--- config.mk ---
export PLATFORM = sky130hd
export DESIGN_NAME = wmsm_mul
export DESIGN_NICKNAME = d
export VERILOG_FILES = /design/src/hdl/wmsm_pkg.sv /design/src/hdl/wmsm_mul.sv
export SDC_FILE = /design/constraint.sdc
export NUM_CORES = 2
export LEC_CHECK = 0
export BUFFER_PORTS_ARGS = -buffer_cell sky130_fd_sc_hd__buf_2
export CORE_MARGIN = 2
export CORE_UTILIZATION = 60
export DETAILED_ROUTE_END_ITERATION = 16
export PLACE_DENSITY = 0.78
export SYNTH_ARGS = -nofsm -noshare
export SYNTH_HDL_FRONTEND = slang
export SYNTH_SLANG_ARGS = --single-unit
--- constraint.sdc ---
create_clock -name clk -period 9.6 [get_ports clk]
set_clock_uncertainty 0.05 [all_clocks]
set_input_delay 0.48 -clock clk [delete_from_list [all_inputs] [get_ports clk]]
set_output_delay 0.48 -clock clk [all_outputs]
set_load 0.005 [all_outputs]
--- src/hdl/wmsm_pkg.sv ---
// Shared constants and types for the windowed mean / stability monitor.
// No dependencies; imported by every module of the block.
package wmsm_pkg;

	localparam int WINDOW   = 64;                 // ring depth, 2..64
	localparam int SAMPLE_W = 24;
	localparam int SLOT_W   = $clog2(WINDOW);
	localparam int CNT_W    = 7;
	localparam int SUM_W    = 30;
	localparam int SQ_W     = 54;
	localparam int STAB_W   = 20;
	localparam int MUL_W    = 32;

	// compare-subtract unit
	localparam int SRC_W  = 62;                   // bits fed MSB first
	localparam int REM_W  = 32;                   // partial remainder
	localparam int RES_W  = 31;                   // root / quotient bits
	localparam int STEP_W = 5;

	localparam logic CSU_DIV  = 1'b0;
	localparam logic CSU_ROOT = 1'b1;

	typedef struct packed {
		logic              start;
		logic              op;        // CSU_DIV or CSU_ROOT
		logic [SRC_W-1:0]  src;       // left aligned dividend / radicand bits
		logic [REM_W-1:0]  rem_init;
		logic [SUM_W-1:0]  divisor;
		logic [STEP_W-1:0] steps;
	} csu_req_t;

	typedef struct packed {
		logic             done;       // one-cycle pulse, res valid
		logic [RES_W-1:0] res;
	} csu_rsp_t;

endpackage

--- src/hdl/wmsm_mul.sv ---
// Shared 32x32 multiplier with registered product.
// Depends on wmsm_pkg.
module wmsm_mul
	import wmsm_pkg::*;
(
	input  logic                 clk,
	input  logic [MUL_W-1:0]     a,
	input  logic [MUL_W-1:0]     b,
	output logic [2*MUL_W-1:0]   p_q
);

	always_ff @(posedge clk) begin
		p_q <= a * b;
	end

endmodule

# After elaboration in Yosys (flattened, before gate mapping)
# Index checks and enable logic that the tools add are counted.
# Widths: inputs -> output; s select.
dict set report word_totals {
  ram_bits 0
  romBits 0
  ff_bits 64
  n_memories 0
  in_bits 65
  latchBits 0
  elab_cells 2
}
dict set report op_classes {
  add_sub_neg 0
  order_cmp 0
  multipliers 1
  n_div 0
  muxes 0
  n_bitwise 0
  reduce_logical 0
  eq_ne 0
  n_shift 0
}
# cell n
set ops {}
lappend ops {{$mul 32x32->64} 1}

# Longest topological paths before layout
dict set report logic_depth {
  depth_word 1
  depth_mapped 29
  ltp_nobuf 27
}

# Worst setup path after synthesis
# No wires, ideal clock.
dict set report synth_path {
  path_type {in2reg}
  startpoint {in a[25]}
  endpoint {reg p_q[62]}
  setup_ps 72
  stages 25
  t_required_ps 9478
  slack_ps 2317
  arrival_ps 7161
  cell_sequence {clkbuf_1 > nand2_1 > fa_1 > inv_1 > fa_1 > inv_1 > fa_1 > inv_1 > fa_1 > fa_1 > fa_1 > fa_1 > inv_1 > fa_1 > inv_1 > ha_1 > buf_2 > nand4_1 > or4_1 > or3_1 > a31oi_1 > a31o_2 > a211oi_1 > o21ai_1 > xor2_1}
}
dict set report synth_between {
  elab_chain_len 1
}
# element line
set synth_rtl {}
lappend synth_rtl {{start, declared} wmsm_mul.sv:7} ;# input logic [MUL_W-1:0] a,
lappend synth_rtl {{$mul 32x32->64} wmsm_mul.sv:13} ;# p_q <= a * b;
lappend synth_rtl {{end signal, assigned} wmsm_mul.sv:13}
lappend synth_rtl {{end, declared} wmsm_mul.sv:9} ;# output logic [2*MUL_W-1:0] p_q
# Every way passes these cells.

# Worst setup path in the final report
# Ends and elaborated chain as after synthesis.

==> flow_metrics.tcl <==
set metrics [dict create \
    htree_levels 3 \
    synth_cells 3748 \
    synth_area_um2 34700 \
    track_usage_pct 31.8 \
    cts.sinks 64 \
    clock_path_buffers 2 \
    drive_above_1_share_pct 4.62 \
    grt_pass1_wl_mm 146 \
    use_met1_pct 38.2 \
    synthToLayoutAreaGrowth_pct 3.29 \
    dr.pass1.iters 5 \
    rsz0062_at_grt "no" \
    fin_hold_ws_ns 0.729 \
    finalSetupTns_ns 0 \
    min_path_type "in -> reg" \
    nets 4901 \
    yosysWarningCount 0 \
    overflow 0 \
    fin_util_pct 62.4 \
    ys_seq_area_share_pct 3.69 \
    cts_buffers 9 \
    grt_most_used_layer "met2" \
    drv_cap 0 \
    root_buffer "clkbuf_16" \
    synth.distinct_cells 57 \
    postCtsResizedCells 0 \
    relSlewSlack_pct 45.6 \
    wl_per_cell_um 20.1 \
    postRouteAntennaNets 0 \
    cp.arrival_ns 8.40 \
    syn-num-nets 4972 \
    reg_top3 "p_q x64" \
    yosysTopAreaCellShare_pct 51.7 \
    setup_viol 0 \
    hold_depth 2 \
    fin_crit_ns 8.17 \
    design_area_um2 35800 \
    top_register "p_q" \
    status "completed" \
    num_vias 25100 \
    crit_fanout 32 \
    n_fill_cell 4729 \
    core_um2 57400 \
    hold_violations 0 \
    start_util_pct 60.4 \
    synth_common_cells "896 x fa_1, 865 x inv_1, 602 x and2_1, 480 x nand2_1, 263 x ha_1" \
    synth.avg_cell_area_um2 9.25 \
    grt_pass1_vias 27600 \
    drt-initial-drc-count 1667 \
    cts_setup_buffers 0 \
    synthFlopType "dfxtp_1" \
    critPathCaptureType "flip-flop" \
    tightest_slew_ns 0.816 \
    holdCritStartpoint "a[0]" \
    rows 88 \
    synthTopCellsByArea "fa_1 52%, and2_1 11%, ha_1 9.5%" \
    async_reset_ff_share_pct 0 \
    antenna_found_initial 1 \
    crit_required_ns 9.83 \
    synth_edf_count 0 \
    pin_count 129 \
    ys_ff_latch 64 \
    clk_pin_slew_ns 0.06 \
    placed_cell_area_um2 35500 \
    holdBufCountCts 0 \
    io_buffers 128 \
    use_met3_pct 4.31 \
    crit_type "in -> reg" \
    viasPerCell 5.64 \
    hold_end "p_q[0]" \
    cts_tree "yes" \
    die_x_um 244 \
    grt_util_met2_pct 55.7 \
    cp-start-kind "input port" \
    routabilityCongestion 0.928 \
    synth_most_common_cell "fa_1" \
    wirelength_mm 89.5 \
    dieHeight_um 244 \
    synth_top_area_cell "fa_1" \
    fin_crit_sh_pct 85.1 \
    dieArea_um2 59700 \
    grt_start_max_net_pins 33 \
    hpwl_mm 71.7 \
    largest_reg_flops 64 \
    timing.fmax_mhz 122 \
    report.final.slew_viol_count 0 \
    drc_errors 0 \
]
stage by stage:
stage | setup slack (ns) | cells
after floorplan | 2.32 | 3748
after global placement | 1.42 | 4431
after detailed placement | 1.27 | 4431
after CTS | 1.62 | 4447
after global routing | 1.28 | 4448
final | 1.43 | 4448
cell usage in the layout (no fill, tap or decap), drive strengths merged, types with 4 or more instances in the layout:
master	n
o21ai	26
o21a	9
ha	263
clkbuf	10
nor2	20
xnor2	35
a221oi	4
a31oi	12
xor2	25
a21o	40
nand4	23
fa	896
nor3	7
a221o	4
o31ai	5
dfxtp	64
a21oi	66
and2	602
nand2	480
o21bai	11
nand3	10
inv	866
and3	14
buf	138
critical path, cell delays in order:
cell      delay [ns]
buf_2           0.54
nand2_1         0.18
fa_1            0.58
inv_1           0.06
fa_1            0.54
inv_1           0.06
fa_1            0.53
inv_1           0.05
fa_1            0.47
fa_1            0.57
fa_1            0.43
fa_1            0.49
inv_1           0.05
fa_1            0.49
inv_1           0.05
ha_1            0.42
nand4_1         0.25
or4_1           0.48
or3_1           0.36
a31oi_1         0.54
a31o_2          0.32
a211oi_1        0.12
o21ai_1         0.17
xor2_1          0.15
final cells by class:
cell class | count | area (um2) | share of cell area (%)
flip-flops and latches | 64 | 1280 | 3.58
inverters | 865 | 3250 | 9.07
well taps | 765 | 957 | 2.67
clock inverters | 6 | 68.8 | 0.192
repair buffers | 138 | 716 | 2.00
clock buffers | 10 | 229 | 0.639
multi-input cells | 2599 | 29300 | 81.8
diodes | 1 | 2.50 | 0.00699
how the worst max path moves through the flow:
stage,startpoint,endpoint,slack [ns]
2_1_floorplan,a[25],p_q[62],2.32
3_3_place_gp,a[25],p_q[62],1.42
3_5_place_dp,a[26],p_q[62],1.27
4_1_cts,a[25],p_q[62],1.62
5_1_grt,b[9],p_q[62],1.28
6_report,a[25],p_q[62],1.43
layer usage:
metal  wire, um  vias up
met5          0        -
met4       5700        0
met3       6260      315
met2      45900     1088
met1      31700    13000
li1           -    10700
cells by family after synthesis:
family	Yosys count	share of synthesized area, %
AO/OA/AOI/OAI	202	4.15
XOR/XNOR	60	1.52
adder cells (fa/ha/maj)	1159	61.2
buffers and inverters	1085	11.8
flip-flops	64	3.69
multiplexers	1	0.0289
AND/OR/NAND/NOR	1177	17.6
Power is not shown: default switching activity piles up to over one toggle a cycle in this logic, so the estimate is an artifact.
