==> src/hdl/wmsm_pkg.sv <==
// Shared constants and types for the windowed mean / stability monitor.
// No dependencies; imported by every module of the block.
package wmsm_pkg;

	localparam int WINDOW   = 64;                 // ring depth, 2..64
	localparam int SAMPLE_W = 24;
	localparam int SLOT_W   = $clog2(WINDOW);
	localparam int CNT_W    = 7;
	localparam int SUM_W    = 30;
	localparam int SQ_W     = 54;
	localparam int STAB_W   = 20;
	localparam int MUL_W    = 32;

	// compare-subtract unit
	localparam int SRC_W  = 62;                   // bits fed MSB first
	localparam int REM_W  = 32;                   // partial remainder
	localparam int RES_W  = 31;                   // root / quotient bits
	localparam int STEP_W = 5;

	localparam logic CSU_DIV  = 1'b0;
	localparam logic CSU_ROOT = 1'b1;

	typedef struct packed {
		logic              start;
		logic              op;        // CSU_DIV or CSU_ROOT
		logic [SRC_W-1:0]  src;       // left aligned dividend / radicand bits
		logic [REM_W-1:0]  rem_init;
		logic [SUM_W-1:0]  divisor;
		logic [STEP_W-1:0] steps;
	} csu_req_t;

	typedef struct packed {
		logic             done;       // one-cycle pulse, res valid
		logic [RES_W-1:0] res;
	} csu_rsp_t;

endpackage

==> src/hdl/wmsm_csu.sv <==
// Iterative compare-subtract unit: restoring integer square root (two bits
// a step) and restoring division (one bit a step). Depends on wmsm_pkg.
module wmsm_csu
	import wmsm_pkg::*;
(
	input  logic     clk,
	input  logic     arst_n,
	input  csu_req_t req,
	output csu_rsp_t rsp
);

	logic              busy_q;
	logic              done_q;
	logic              op_q;
	logic [STEP_W-1:0] cnt_q;
	logic [SRC_W-1:0]  src_q;
	logic [REM_W-1:0]  rem_q;
	logic [RES_W-1:0]  res_q;
	logic [SUM_W-1:0]  div_q;

	logic [REM_W+1:0]  x_op;
	logic [REM_W+1:0]  y_op;
	logic [REM_W+2:0]  diff;
	logic              ge;

	// root: trial = 4*rem + next pair vs 4*root + 1
	// div:  trial = 2*rem + next bit vs divisor
	always_comb begin
		if (op_q == CSU_ROOT) begin
			x_op = {rem_q, src_q[SRC_W-1 -: 2]};
			y_op = {2'b00, res_q[RES_W-2:0], 2'b01};
		end else begin
			x_op = {2'b00, rem_q[REM_W-2:0], src_q[SRC_W-1]};
			y_op = {(REM_W+2-SUM_W)'(0), div_q};
		end
		diff = {1'b0, x_op} - {1'b0, y_op};
		ge   = ~diff[REM_W+2];
	end

	always_ff @(posedge clk or negedge arst_n) begin
		if (!arst_n) begin
			busy_q <= 1'b0;
			done_q <= 1'b0;
		end else begin
			done_q <= 1'b0;
			if (req.start && !busy_q) begin
				busy_q <= 1'b1;
			end else if (busy_q && cnt_q == STEP_W'(1)) begin
				busy_q <= 1'b0;
				done_q <= 1'b1;
			end
		end
	end

	always_ff @(posedge clk) begin
		if (req.start && !busy_q) begin
			op_q  <= req.op;
			cnt_q <= req.steps;
			src_q <= req.src;
			rem_q <= req.rem_init;
			res_q <= '0;
			div_q <= req.divisor;
		end else if (busy_q) begin
			cnt_q <= cnt_q - STEP_W'(1);
			rem_q <= ge ? diff[REM_W-1:0] : x_op[REM_W-1:0];
			res_q <= {res_q[RES_W-2:0], ge};
			if (op_q == CSU_ROOT)
				src_q <= {src_q[SRC_W-3:0], 2'b00};
			else
				src_q <= {src_q[SRC_W-2:0], 1'b0};
		end
	end

	assign rsp.done = done_q;
	assign rsp.res  = res_q;

endmodule

==> config.mk <==
export PLATFORM = sky130hd
export DESIGN_NAME = wmsm_csu
export DESIGN_NICKNAME = d
export VERILOG_FILES = /design/src/hdl/wmsm_pkg.sv /design/src/hdl/wmsm_csu.sv
export SDC_FILE = /design/constraint.sdc
export NUM_CORES = 1
export LEC_CHECK = 0
export ABC_CLOCK_PERIOD_IN_PS = 9800
export BUFFER_PORTS_ARGS = -buffer_cell sky130_fd_sc_hd__buf_2
export CAP_MARGIN = 20
export CORE_ASPECT_RATIO = 1.75
export CORE_MARGIN = 2
export CORE_UTILIZATION = 40
export CTS_BUF_LIST = sky130_fd_sc_hd__clkbuf_16
export DETAILED_ROUTE_END_ITERATION = 7
export PLACE_DENSITY_LB_ADDON = 0.12
export SLEW_MARGIN = 20
export SYNTH_ARGS = -nofsm -noshare
export SYNTH_HDL_FRONTEND = slang
export SYNTH_SLANG_ARGS = --single-unit
==> constraint.sdc <==
create_clock -name clk -period 9.8 [get_ports clk]
set_clock_uncertainty 0.1 [all_clocks]
set_input_delay 1.47 -clock clk [delete_from_list [all_inputs] [get_ports clk]]
set_output_delay 1.47 -clock clk [all_outputs]
set_load 0.01 [all_outputs]
Word level (Yosys, flattened, before mapping)
Cells that the tools add are included.
{ "totals": {"register_bits": 163, "inputBits": 133, "out_inout_bits": 32, "elab_cells": 31} }
{ "op_classes": {"add_sub_neg": 2, "n_eq_ne": 1, "muxes": 14, "n_bitwise": 1, "reduce_logical": 5} }
{ "op_table": {"columns": ["op", "n"], "rows": [
  ["$mux 62", 3],
  ["$mux 32", 4],
  ["$sub 34x34->35", 1],
  ["$mux 34", 1],
  ["$mux 5", 2],
  ["$eq 5x1->1 const B", 1],
  ["$sub 5x1->5 const B", 1],
  ["$mux 1", 4],
  ["$reduce_bool 2->1", 2],
  ["$logic_and 1x1->1", 2],
  ["$logic_not 1->1", 1],
  ["$not 1->1", 1]
]} }

Logic depth before layout (Yosys ltp)
Gate-level depths: netlist (run 1).
{ "depth": {"depth_word": 5, "ltp_mapped": 16, "ltp_nobuf": 11} }

Least setup slack after synthesis (run 1)
OpenSTA, ideal clock, no wires.
{ "synth_path": {"path_kind": "input port to flip-flop", "startpoint": "input port req[130] (netlist name)", "endpoint": "register cnt_q[0] (enable)", "setup_ns": 0.453, "arrival_time_ns": 3.451, "required_time_ns": 9.247, "slack_ns": 5.796, "stages": 2, "n_path_buf": 0, "path_cell_list": "nor2_1 > inv_1"} }
{ "synth_between": {"elab_chain_cells": 2} }
{ "synth_lines": {"columns": ["item", "line", "source"], "rows": [
  ["start: declaration", "wmsm_csu.sv:8", "input csu_req_t req,"],
  ["$logic_and 1x1->1", "wmsm_csu.sv:56", "if (req.start && !busy_q) begin"],
  ["$reduce_bool 2->1 (no line)", null, null],
  ["end signal: assignment", "wmsm_csu.sv:58", "cnt_q <= req.steps;"],
  ["end signal: assignment", "wmsm_csu.sv:64", "cnt_q <= cnt_q - STEP_W'(1);"],
  ["end: declaration", "wmsm_csu.sv:15", "logic [STEP_W-1:0] cnt_q;"]
]} }
Every way passes these cells.
A chain may end at the register's enable or synchronous reset.

Worst setup path in the final report (run 1)
{ "layout_path": {"startpoint": "register op_q", "endpoint": "register rem_q[29], data pin"} }
{ "layout_between": {"elab_chain_cells": 5, "elab_cells_between_ends": 6, "cone_classes": "1 x add/sub; 5 x mux"} }
{ "layout_lines": {"columns": ["item", "line", "source"], "rows": [
  ["start: declaration", "wmsm_csu.sv:14", "logic op_q;"],
  ["start signal: assignment", "wmsm_csu.sv:57", "op_q <= req.op;"],
  ["$mux 34 or $mux 32 (tied branches)", "wmsm_csu.sv:29", "if (op_q == CSU_ROOT) begin"],
  ["$sub 34x34->35", "wmsm_csu.sv:36", "diff = {1'b0, x_op} - {1'b0, y_op};"],
  ["$mux 32 (*)", "wmsm_csu.sv:65", "rem_q <= ge ? diff[REM_W-1:0] : x_op[REM_W-1:0];"],
  ["$mux 32 (*)", "wmsm_csu.sv:63", "end else if (busy_q) begin"],
  ["$mux 32 (*)", "wmsm_csu.sv:56", null],
  ["end signal: assignment", "wmsm_csu.sv:60", "rem_q <= req.rem_init;"],
  ["end signal: assignment", "wmsm_csu.sv:65", null],
  ["end: declaration", "wmsm_csu.sv:17", "logic [REM_W-1:0] rem_q;"]
]} }
Every way passes the cells marked *; elsewhere a longest branch is shown, timed or not. The select of a mux whose other input is x is not followed.

==> results of run 1 <==
cells in the mapped netlist (3+ instances only):
cell type,number
nand2_1,164
xor2_1,10
clkbuf_1,43
mux2_2,30
a211oi_1,6
o21ai_0,111
nand2b_1,5
a21oi_2,15
and3_1,6
a31oi_1,8
inv_1,12
ha_1,34
mux2i_1,108
o21a_1,9
nor2_1,50
o211ai_1,4
nor2b_1,4
nand3_1,14
or2_2,3
a21o_1,16
o21ai_1,5
o211ai_2,3
buf_6,6
dfxtp_1,31
a21oi_1,46
and2_1,3
xnor2_1,12
or3_1,4
buf_2,6
buf_1,3
edfxtp_1,130
tightest hold or removal path: stages (launching register included):
cell and delay, ns:
dfxtp_1 0.31, nand2_1 0.05, o21ai_0 0.06
area by class of cell:
type | instances | area, um2 | area share [%]
Timing Repair Buffer | 174 | 896 | 7.88
Tap cell | 308 | 385 | 3.39
Multi-Input combinational cell | 718 | 4870 | 42.9
Sequential cell | 163 | 4570 | 40.3
Clock inverter | 15 | 150 | 1.32
Inverter | 13 | 56.3 | 0.496
Clock buffer | 17 | 425 | 3.74
power by group through the flow:
stage	sequential, mW	clock (mW)	combinational (mW)
final	1.36	0.666	2.24
after global routing	1.40	0.711	2.51
after CTS	1.37	0.685	2.27
after detailed placement	1.38	0	2.25
after global placement	1.38	0	2.23
after floorplan	1.35	0	1.77
cells in the final DEF, fill, tap and decap left out, drive strengths merged, types with 3 or more instances in the layout:
cell type  netlist  final
o21ai          116    116
a2111oi          4      4
mux2            32     32
clkinvlp         0      3
a31oi           10     10
mux2i          108    108
o211ai           8      8
inv             13     16
a211oi           6      6
and2             4      4
a21o            16     16
ha              34     34
bufinv           0      3
o2111ai          3      3
edfxtp         130    130
or2              3      3
nand2b           5      5
and3             7      7
o21bai           3      3
buf             17    174
clkinv           0      6
dfxtp           31     31
nor2            50     50
o21a             9      9
xnor2           12     12
clkbuf          43     17
nor2b            4      4
or3              4      4
xor2            10     10
nand3           14     14
a21oi           62     62
nand2          165    165
sequential cells by signal, indices dropped and copies added, names as in the netlist:
register / flops
busy_q: 1
cnt_q: 5
div_q: 30
done_q: 1
op_q: 1
rem_q: 32
res_q: 31
src_q: 62
final timing paths:
path                           start         to  slack [ns]
min in group asynchronous     arst_n     done_q        0.71
min                        res_q[30]  res_q[30]        0.37
max reg2reg                     op_q  rem_q[29]        4.64
min reg2reg                res_q[30]  res_q[30]        0.37
max                             op_q  rem_q[29]        4.64
max in group asynchronous     arst_n     busy_q        8.80
layer usage:
| layer | track usage, % | share of wire [%] | up-vias |
|---|---|---|---|
| met1 | 20.9 | 38 | 3506 |
| met3 | 2.51 | 2.9 | 40 |
| met5 | 0 | 0 | - |
| li1 | - | - | 3758 |
| met2 | 37.7 | 56 | 155 |
| met4 | 8.96 | 3.3 | 0 |
stage by stage:
| step | instances | setup WS [ns] |
|---|---|---|
| 2_1_floorplan | 954 | 5.80 |
| 3_3_place_gp | 1376 | 4.75 |
| 3_5_place_dp | 1376 | 4.64 |
| 4_1_cts | 1408 | 4.63 |
| 5_1_grt | 1408 | 4.29 |
| 6_report | 1408 | 4.64 |
logic make-up (layout without fill, tap and decap cells):
family	count (synthesis)	in the layout	share of synthesized area (%)
mux	140	140	14.7
buf+inv	73	219	3.54
fa+ha+maj	35	35	4.55
xor+xnor	22	22	1.97
simple gates	272	272	12.2
compound gates	249	249	16.3
flops	163	163	46.7
==> impl_metrics.csv, run 1 <==
group,metric,value,unit
outcome,outcome,"completed",
power,vdd_drop_max,0.000141,V
power,p_per_area,376,nW/um2
worst_setup_path,worst_path_dominant_cell_family,"compound AO/OA/AOI/OAI gates",
synthesis,synth_warnings,0,
grt,grt_pass1_wl,39.2,mm
floorplan,core-area,24000,um2
placed_design,hpwl,17.9,mm
power,seqPwrFrac,31.9,%
cells_and_area,fin_nets,1255,
worst_setup_path,crit_path_frequent_cell,"buf_4",
power,p_leak,4.79,nW
clock_tree,cts.sinks,163,
synthesis,synthArstFlopShare,1.23,%
floorplan,start_util,40.8,%
grt,grt_start_max_net_pins,92,
grt,grt_antenna_before_repair,0,
floorplan,die_height,211,um
worst_setup_path,crit_fanout,51,
worst_setup_path,cp_slowest_stage_delay,0.72,ns
grt,grt_pass1_vias,7654,
clock_tree,root_buffer,"clkbuf_16",
synthesis,ys.flop_type,"edfxtp_1",
synthesis,ys_ff_latch,163,
power,power.share.clock,15.6,%
worst_setup_path,worst_ep_required_time,9.89,ns
min_path,hp-class,"reg -> reg",
sta,fin_crit,5.16,ns
detailed_routing,drtIter0Drc,377,
sta,fmax,0.194,GHz
detailed_routing,antenna_left,0,
synthesis,synth_top_area_share,39.9,%
floorplan,num_io_pins,165,
grt,grt_remaining_overflow,0,
cells_and_area,final_area,11400,um2
worst_setup_path,path_cells,"buf_4, buf_4, mux2_2, ha_1, a21oi_1, o21ai_0, a31oi_1, nand4b_2, a21oi_2, buf_4, a2111oi_1, o22a_1",
synthesis,synth_area,9790,um2
power,intPower,2.55,mW
floorplan,dieArea,25800,um2
sta,hold_viol_final,0,
synthesis,seq_area_frac_synth,46.7,%
power,p_total,4.27,mW
placed_design,placed_area,10800,um2
sta,slew_headroom,35.9,%
clock_tree,hold_buffers,0,
worst_setup_path,end_kind,"flip-flop",
worst_setup_path,cp_slowest_cell,"buf_4",
power,combinationalPowerShare,52.5,%
clock_tree,htree_levels,4,
synthesis,syn_inst,954,
detailed_routing,via_per_inst,5.30,
clock_tree,clk_latency,0.44,ns
synthesis,synth.avg_cell_area,10.3,um2
clock_tree,clk_pin_slew,0.06,ns
cells_and_area,area_delta_synth_final,16.0,%
power,switching_share,40.2,%
worst_setup_path,crit_cells,12,
cells_and_area,drive_above_1_share,24.4,%
sta,holdWs,0.367,ns
clock_tree,cts_buffers,17,
placed_design,gp_congestion,0.882,
worst_setup_path,critPathKind,"reg -> reg",
worst_setup_path,r2r_cells,12,
worst_setup_path,worstSetupStartpointType,"flip-flop",
detailed_routing,route.detailed.drc,0,
floorplan,die_w,122,um
detailed_routing,routed_wl,25.0,mm
detailed_routing,num_vias,7459,
job,cap_violations,0,
sta,tns,0,ns
sta,setup_viol,0,
synthesis,synth_area_leaders,"edfxtp_1 (40%), mux2i_1 (11%), dfxtp_1 (6.3%), nand2_1 (6.3%), o21ai_0 (5.7%)",
synthesis,synth_edf_count,130,
worst_setup_path,worst-path-buf-inv,3,
clock_tree,clk_path_buf_depth,2,
min_path,whs_path_depth,2,
grt,grt.total_usage,19.7,%
floorplan,num_rows,75,
sta,tightest_slew,0.961,ns
sta,period_share,52.7,%
sta,rsz0062_at_grt,"no",
cells_and_area,diodes,0,
clock_tree,cts_resized,0,
clock_tree,cts_setup_buffers,0,
power,power.switching,1.72,mW
synthesis,synth_top_area_cell,"edfxtp_1",
cells_and_area,postLayoutCoreUtil,47.3,%
synthesis,syn_nets,1122,
worst_setup_path,worstPathArrival,5.25,ns
synthesis,yosysUniqueCellTypes,69,
sta,final_max_slew_viol_count,0,
detailed_routing,drtPass1Iterations,4,
cells_and_area,fillCellCount,2403,
detailed_routing,post_drt_wl_per_cell,17.7,um
clock_tree,cts_tree,"yes",
placed_design,port_buffers,164,
(Power assumes the default switching activity.)
==> inputs of run 2 (changes only) <==
ABC_CLOCK_PERIOD_IN_PS = 5270   (was 9800)
clock period = 5.27 ns   (was 9.8 ns; I/O delays follow)
==> impl_metrics.csv, run 2 (same netlist as run 1, synthesis figures left out) <==
group,metric,value,unit
outcome,outcome,"completed",
grt,grt_antenna_before_repair,0,
worst_setup_path,worstPathArrival,4.24,ns
worst_setup_path,cp_slowest_stage_delay,0.46,ns
grt,gr-usage-met2,38.1,%
clock_tree,htree_levels,4,
worst_setup_path,worst_ep_required_time,5.34,ns
worst_setup_path,crit_path_frequent_cell,"buf_4",
placed_design,gp_congestion,0.887,
power,vdd_drop_max,0.000342,V
worst_setup_path,path_cells,"buf_4, buf_4, mux2_2, ha_1, a21oi_1, nor2_1, o21ai_1, a31oi_1, a2bb2oi_1, a21o_1, buf_4, mux2i_1, a21oi_1",
min_path,whs_path_depth,2,
min_path,holdPathEnd,"res_q[30]",
clock_tree,clk_pin_slew,0.06,ns
worst_setup_path,r2r_cells,13,
cells_and_area,diodes,0,
clock_tree,cts_resized,0,
sta,fin_crit,4.17,ns
worst_setup_path,reg2reg_from,"op_q",
clock_tree,cts.sinks,163,
grt,met3_usage,3.27,%
min_path,hp-class,"reg -> reg",
worst_setup_path,worstSetupStartpointType,"flip-flop",
grt,grt_start_max_net_pins,117,
grt,grt_pass1_wl,39.0,mm
floorplan,num_rows,75,
placed_design,post-place-cells,1381,
sta,fmax,0.240,GHz
sta,slew_headroom,36.1,%
placed_design,hpwl,18.3,mm
cells_and_area,largest_register_ffs,62,
floorplan,dieArea,25800,um2
min_path,min_from,"res_q[30]",
clock_tree,root_buffer,"clkbuf_16",
worst_setup_path,worst_r2r_endpoint,"rem_q[10]",
sta,hold_viol_final,0,
detailed_routing,antenna_left,0,
worst_setup_path,crit_fanout,32,
detailed_routing,routed_wl,25.3,mm
worst_setup_path,worst_path_dominant_cell_family,"compound AO/OA/AOI/OAI gates",
worst_setup_path,startpoint,"op_q",
grt,busiest_layer,"met2",
power,p_leak,4.82,nW
floorplan,num_io_pins,165,
detailed_routing,via_per_inst,5.28,
sta,final_max_slew_viol_count,0,
worst_setup_path,cp_slowest_cell,"ha_1",
floorplan,core-area,24000,um2
worst_setup_path,r2r_slack,1.10,ns
detailed_routing,route.detailed.drc,0,
placed_design,port_buffers,164,
sta,tns,0,ns
sta,holdWs,0.369,ns
detailed_routing,num_vias,7472,
detailed_routing,drtIter0Drc,346,
clock_tree,clk_latency,0.45,ns
worst_setup_path,worst-path-buf-inv,3,
detailed_routing,drtPass1Iterations,4,
cells_and_area,final_cell_mix,"buf_2 (164), nand2_1 (163), edfxtp_1 (130)",
job,cap_violations,0,
cells_and_area,drive_above_1_share,24.7,%
worst_setup_path,crit_cells,13,
sta,tightest_slew,0.959,ns
cells_and_area,top_regs,"src_q (62), rem_q (32), res_q (31)",
sta,period_share,79.1,%
grt,grt_util_met1,20.2,%
floorplan,start_util,40.8,%
clock_tree,clk_path_buf_depth,2,
cells_and_area,postLayoutCoreUtil,47.4,%
floorplan,die_height,211,um
worst_setup_path,end_kind,"flip-flop",
cells_and_area,area_delta_synth_final,16.3,%
cells_and_area,fin_nets,1261,
grt,grt_pass1_vias,7770,
cells_and_area,final_cells,1414,
grt,grt.total_usage,19.9,%
power,p_per_area,695,nW/um2
sta,setup_viol,0,
cells_and_area,layout_commonest_cell,"buf_2",
clock_tree,cts_tree,"yes",
detailed_routing,post_drt_wl_per_cell,17.9,um
cells_and_area,top_register,"src_q",
grt,grt_remaining_overflow,0,
floorplan,die_w,122,um
sta,rsz0062_at_grt,"no",
clock_tree,cts_buffers,17,
worst_setup_path,critPathKind,"reg -> reg",
## run 2: cell count changes in the layout (fill, tap and decap cells not counted)
cell,previous run,this run
buf_4,10,15
bufinv_16,3,2
clkinv_2,3,4
clkinv_4,0,1
clkinvlp_4,3,2
dlygate4sd3_1,0,1
## run 2: worst max path at each step
stage / slack, ns / endpoint
floorplan: 1.36 / rem_q[1]
global placement: 1.21 / rem_q[24]
detailed placement: 1.11 / rem_q[9]
CTS: 1.08 / rem_q[9]
global route: 0.82 / rem_q[11]
finish: 1.10 / rem_q[10]
## run 2: area by class of cell
class | instances | area (um2)
fillers | 2374 | 12600
repair buffers | 180 | 943
flip-flops and latches | 163 | 4570
clock inverters | 15 | 126
clock buffers | 17 | 425
multi-input cells | 718 | 4870
well taps | 308 | 385
inverters | 13 | 56.3
## run 2: report_power, final
| part | switching [mW] | internal, mW |
|---|---|---|
| Sequential | 0.365 | 2.20 |
| Combinational | 2.33 | 1.83 |
| Clock | 0.509 | 0.682 |
## run 2: repair_timing
item	4_1_cts	5_1_grt
buffers inserted	0	0
hold buffers	1	0
hold endpoints to repair	2	0
## run 2: layer usage
metal | up-vias | wire (um)
li1 | 3765 | -
met1 | 3509 | 9390
met2 | 152 | 14200
met3 | 46 | 806
met4 | 0 | 869
met5 | - | 0
## run 2: stage by stage
step | setup WS, ns | total power, mW | instance area (um2)
4_1_cts | 1.08 | 8.00 | 11400
6_report | 1.10 | 7.92 | 11400
5_1_grt | 0.824 | 8.54 | 11400
3_3_place_gp | 1.21 | 6.72 | 10800
3_5_place_dp | 1.11 | 6.78 | 10800
2_1_floorplan | 1.36 | 5.79 | 9790
## run 2: worst reg2reg max path, cell delays in order (launching register included)
cell	delay (ns)
edfxtp_1	0.37
buf_4	0.42
buf_4	0.32
mux2_2	0.37
ha_1	0.46
a21oi_1	0.12
nor2_1	0.10
o21ai_1	0.11
a31oi_1	0.21
a2bb2oi_1	0.36
a21o_1	0.34
buf_4	0.30
mux2i_1	0.24
a21oi_1	0.08
